$ cat src/rtl/core/gn2d_pkg.sv
// Shared types and constants for the 2D gradient noise block.
// Holds field widths, fixed-point widths, action codes and the corner record.
// No dependencies.
package gn2d_pkg;

    // Field widths of the input and result items.
    localparam int CELL_W  = 6;
    localparam int GRAD_W  = 16;
    localparam int PT_W    = 24;
    localparam int FRAC_W  = 16;
    localparam int INT_W   = PT_W - FRAC_W;
    localparam int ENTRY_W = 2 * GRAD_W;
    localparam int NOISE_W = 16;

    // Datapath widths.
    localparam int DOT_W   = 34;              // dot products, row and column blends
    localparam int SQ_W    = 2 * FRAC_W;      // t squared
    localparam int CUBE_W  = 3 * FRAC_W;      // t cubed
    localparam int FV_W    = 51;              // fade polynomial before scaling
    localparam int FADE_W  = FRAC_W + 1;      // fade weight, 0 to 1.0 inclusive
    localparam int BL_W    = 52;              // blend accumulator
    localparam int ONE_Q16 = 2 ** FRAC_W;

    // Action codes.
    localparam logic ACT_LOAD = 1'b0;
    localparam logic ACT_EVAL = 1'b1;

    // Corner order: x varies fastest.
    localparam int NCORNER = 4;
    localparam int C00     = 0;
    localparam int C10     = 1;
    localparam int C01     = 2;
    localparam int C11     = 3;

    // Gradients of the four corners and the fractions of one evaluate.
    typedef struct packed {
        logic [NCORNER-1:0][ENTRY_W-1:0] grad;
        logic [FRAC_W-1:0]               tx;
        logic [FRAC_W-1:0]               ty;
    } corner_t;

endpackage

$ cat src/rtl/core/gn2d_addr.sv
// Grid address generation for the 2D gradient noise block.
// Wraps cell indices modulo the grid size and forms the four corner addresses.
// Depends on gn2d_pkg.
module gn2d_addr #(
    parameter int  GRID_W = 64,
    parameter int  GRID_H = 64,
    localparam int AW     = $clog2(GRID_W * GRID_H)
) (
    input  logic                                       action,
    input  logic [gn2d_pkg::CELL_W-1:0]                cell_x,
    input  logic [gn2d_pkg::CELL_W-1:0]                cell_y,
    input  logic [gn2d_pkg::INT_W-1:0]                 int_x,
    input  logic [gn2d_pkg::INT_W-1:0]                 int_y,
    output logic [gn2d_pkg::NCORNER-1:0][AW-1:0]       corner_addr
);

    import gn2d_pkg::*;

    localparam int XW    = $clog2(GRID_W);
    localparam int YW    = $clog2(GRID_H);
    localparam int TAB_N = 2 ** INT_W;
    localparam logic [AW-1:0] GRID_W_A = AW'(GRID_W);

    logic [XW-1:0] xmod0_tab [TAB_N];
    logic [XW-1:0] xmod1_tab [TAB_N];
    logic [YW-1:0] ymod0_tab [TAB_N];
    logic [YW-1:0] ymod1_tab [TAB_N];

    logic [INT_W-1:0] ix_sel;
    logic [INT_W-1:0] iy_sel;
    logic [XW-1:0]    x0;
    logic [XW-1:0]    x1;
    logic [YW-1:0]    y0;
    logic [YW-1:0]    y1;
    logic [AW-1:0]    row0_base;
    logic [AW-1:0]    row1_base;

    // Constant wrap tables for a cell index and for its neighbor.
    for (genvar i = 0; i < TAB_N; i++) begin : g_tab
        assign xmod0_tab[i] = XW'(i % GRID_W);
        assign xmod1_tab[i] = XW'((i + 1) % GRID_W);
        assign ymod0_tab[i] = YW'(i % GRID_H);
        assign ymod1_tab[i] = YW'((i + 1) % GRID_H);
    end

    // A load uses its cell fields, an evaluate the integer part of its point.
    assign ix_sel = (action == ACT_EVAL) ? int_x : INT_W'(cell_x);
    assign iy_sel = (action == ACT_EVAL) ? int_y : INT_W'(cell_y);

    assign x0 = xmod0_tab[ix_sel];
    assign x1 = xmod1_tab[int_x];
    assign y0 = ymod0_tab[iy_sel];
    assign y1 = ymod1_tab[int_y];

    // Row-major addresses; the lower-left corner doubles as the load address.
    assign row0_base = AW'(y0) * GRID_W_A;
    assign row1_base = AW'(y1) * GRID_W_A;

    assign corner_addr[C00] = row0_base + AW'(x0);
    assign corner_addr[C10] = row0_base + AW'(x1);
    assign corner_addr[C01] = row1_base + AW'(x0);
    assign corner_addr[C11] = row1_base + AW'(x1);

endmodule

$ cat config.mk
export PLATFORM = sky130hd
export DESIGN_NAME = gn2d_addr
export DESIGN_NICKNAME = d
export VERILOG_FILES = /design/src/rtl/core/gn2d_pkg.sv /design/src/rtl/core/gn2d_addr.sv
export SDC_FILE = /design/constraint.sdc
export NUM_CORES = 1
export LEC_CHECK = 0
export ABC_AREA = 1
export BUFFER_PORTS_ARGS = -buffer_cell sky130_fd_sc_hd__buf_2
export CAP_MARGIN = 10
export CORE_MARGIN = 1
export CORE_UTILIZATION = 29
export DETAILED_ROUTE_END_ITERATION = 6
export PLACE_DENSITY = 0.8
export SLEW_MARGIN = 20
export SYNTH_ARGS = -nofsm -noshare
export SYNTH_HDL_FRONTEND = slang
export SYNTH_SLANG_ARGS = --single-unit
$ cat constraint.sdc
create_clock -name vclk -period 1.4
set_input_delay 0.42 -clock vclk [all_inputs]
set_output_delay 0.42 -clock vclk [all_outputs]
set_load 0.02 [all_outputs]
==> metrics.md <==
| Metric | Value |
|---|---|
| Rows | 15 |
| Iteration-0 DRC Markers | 8 |
| Die Span Y | 45.77 µm |
| WP data arrival | 1.06 ns |
| Sw Pwr | 0.0003353 W |
| Seq cells | 0 |
| Logic pwr share | 100.0% |
| Worst Tran Pin Value | 0.1623 ns |
| Syn avg cell area | 5.555 µm² |
| Internal power | 0.0003038 W |
| Max-Cap Viols | 0 |
| Net Count, Synth | 133 |
| Warnings from Yosys | 0 |
| Final Hold Viols | 0 |
| Fill cell count | 128 |
| Setup CP Type | in -> out |
| Largest area contributor in the netlist | buf_4 |
| Yosys top cell area share | 32.43% |
| DP HPWL | 1.388 mm |
| Final WS setup | -0.08065 ns |
| Number of global-route vias before repair | 687 |
| GRT overflow | 0 |
| I/O pins | 77 |
| DRC Markers | 0 |
| Unique masters post-synth | 13 |
| Layout area overhead | 153.8% |
| Wire per inst | 12.18 µm |
| Register area share after synthesis | 0% |
| Die width | 45.77 µm |
| Die Footprint | 2094 µm² |
| FMAX | 675.4 MHz |
| Total Power | 0.0006391 W |
| I/O Buffers | 73 |
| Worst-path maximum fanout | 3 |
| CP Capture Type | output pin |
| Initial Util | 31.49% |
| Diode count | 0 |
| Sequential Power Share | 0% |
| FF+latch area | 0 µm² |
| Final setup violation count | 22 |
| First-pass GRT wire length | 2.870 mm |
| Final min period | 1.481 ns |
| ANT nets after route | 0 |
| Drt pass-1 iters | 3 |
| Clock power share | 0% |
| Cts hold-fix bufs | 0 |
| Critical Path Source Type | primary input |
| Most common cell after layout, fill and taps aside | buf_6 |
| Pre-CTS setup slack | -0.1799 ns |
| Lkg Pwr | 0.7037 nW |
| Largest net degree at the start of global routing | 9 |
| Switching Fraction | 52.46% |
| Final Max Tran Viols | 0 |
| Overall routing resource usage | 18.02% |
| Layout clock buffers | 0 |
| Initial antenna violation count | 0 |
| Postcts setup bufs | 0 |
| Final #Nets | 187 |
| Slew Limit Headroom | 89.18% |
| Power Density | 453.2 nW/µm² |
| RSZ-0062 raised after global routing | true |
| Peak VDD IR | 0.2858 mV |
| Worst hold path type | in -> out |
| Commonest non-fill, non-tap cells in the layout | buf_6 (35), buf_2 (28), nand2_2 (13) |
| Post-Syn Area | 555.5 µm² |
| Required time worst endpoint | 0.98 ns |
| Gate Count Post-Synth | 100 |
| Post-route clock period utilization | 105.8% |
| Vias per cell | 4.373 |
| Gpl congestion | 0.6573 |
| Status | finished, violations left |
| DRT Wirelength | 2.156 mm |
| Top cells by area, synth | buf_4 (32%), nand2_1 (15%), inv_1 (12%) |
| Via Count | 774 |
| Core ar. | 1764 µm² |
| Share of cells above drive strength 1 | 84.21% |
| Failing checks | negative setup slack |
layer usage:
layer | vias to the layer above | wire, µm | GRT usage (%)
met5 | - | 0 | 0
met4 | 0 | 19 | 1.765
met3 | 2 | 72 | 0.3968
met2 | 30 | 1361 | 39.14
met1 | 357 | 702 | 19.06
li1 | 385 | - | -
Yosys cell counts:
master / number
a21oi_1: 4
a21oi_2: 2
buf_4: 24
buf_6: 2
clkbuf_1: 2
ha_1: 4
inv_1: 18
nand2_1: 22
nand3_1: 2
nand4_1: 2
nor2_1: 8
o21a_1: 2
o21ai_0: 8
cell type report:
type	instances	area, µm²	share of cell area [%]
inverters	18	67.56	4.791
repair buffers	80	749.5	53.15
well taps	25	31.28	2.218
multi-input cells	54	561.8	39.84
logic make-up after synthesis:
| logic type | count (synthesis) | share of synthesized area (%) |
|---|---|---|
| fa+ha+maj | 4 | 9.009 |
| buf+inv | 46 | 50.00 |
| simple gates | 34 | 24.32 |
| compound gates | 16 | 16.67 |
worst max-delay path: stages:
cell,delay (ns)
buf_8,0.09
ha_4,0.13
nand4_1,0.11
nand2_1,0.11
nand2_2,0.07
buf_6,0.13
path summary, 6_finish.rpt:
path / end / depth (start not counted) / from / slack, ns
max: corner_addr[35] / 6 / int_y[0] / -0.08
min: corner_addr[12] / 3 / int_x[0] / 1.17
power by group through the flow:
| stage | combinational (W) | clock, W | sequential [W] |
|---|---|---|---|
| finish | 0.000639 | 0 | 0 |
| global placement | 0.000422 | 0 | 0 |
| floorplan | 0.000343 | 0 | 0 |
| detailed placement | 0.000433 | 0 | 0 |
| CTS | 0.000573 | 0 | 0 |
| global route | 0.000673 | 0 | 0 |
stage by stage:
stage	util (%)	instance area (µm²)	hold slack, ns	TNS [ns]	std cells
after floorplan	-	704.4	0.9395	-0.2968	100
after global placement	52.55	927.1	1.179	-3.434	176
after detailed placement	52.55	927.1	1.184	-4.155	176
after CTS	71.49	1261	1.170	-1.174	177
after global routing	79.93	1410	1.180	-1.821	177
final	79.93	1410	1.168	-1.098	177
what timing repair did:
item	in CTS	in global routing
pin swaps	13	19
gates resized for setup	92	41
endpoints found under the setup margin	42	40
cloned	1	0
Note: power is estimated with default switching activity, not from simulation.
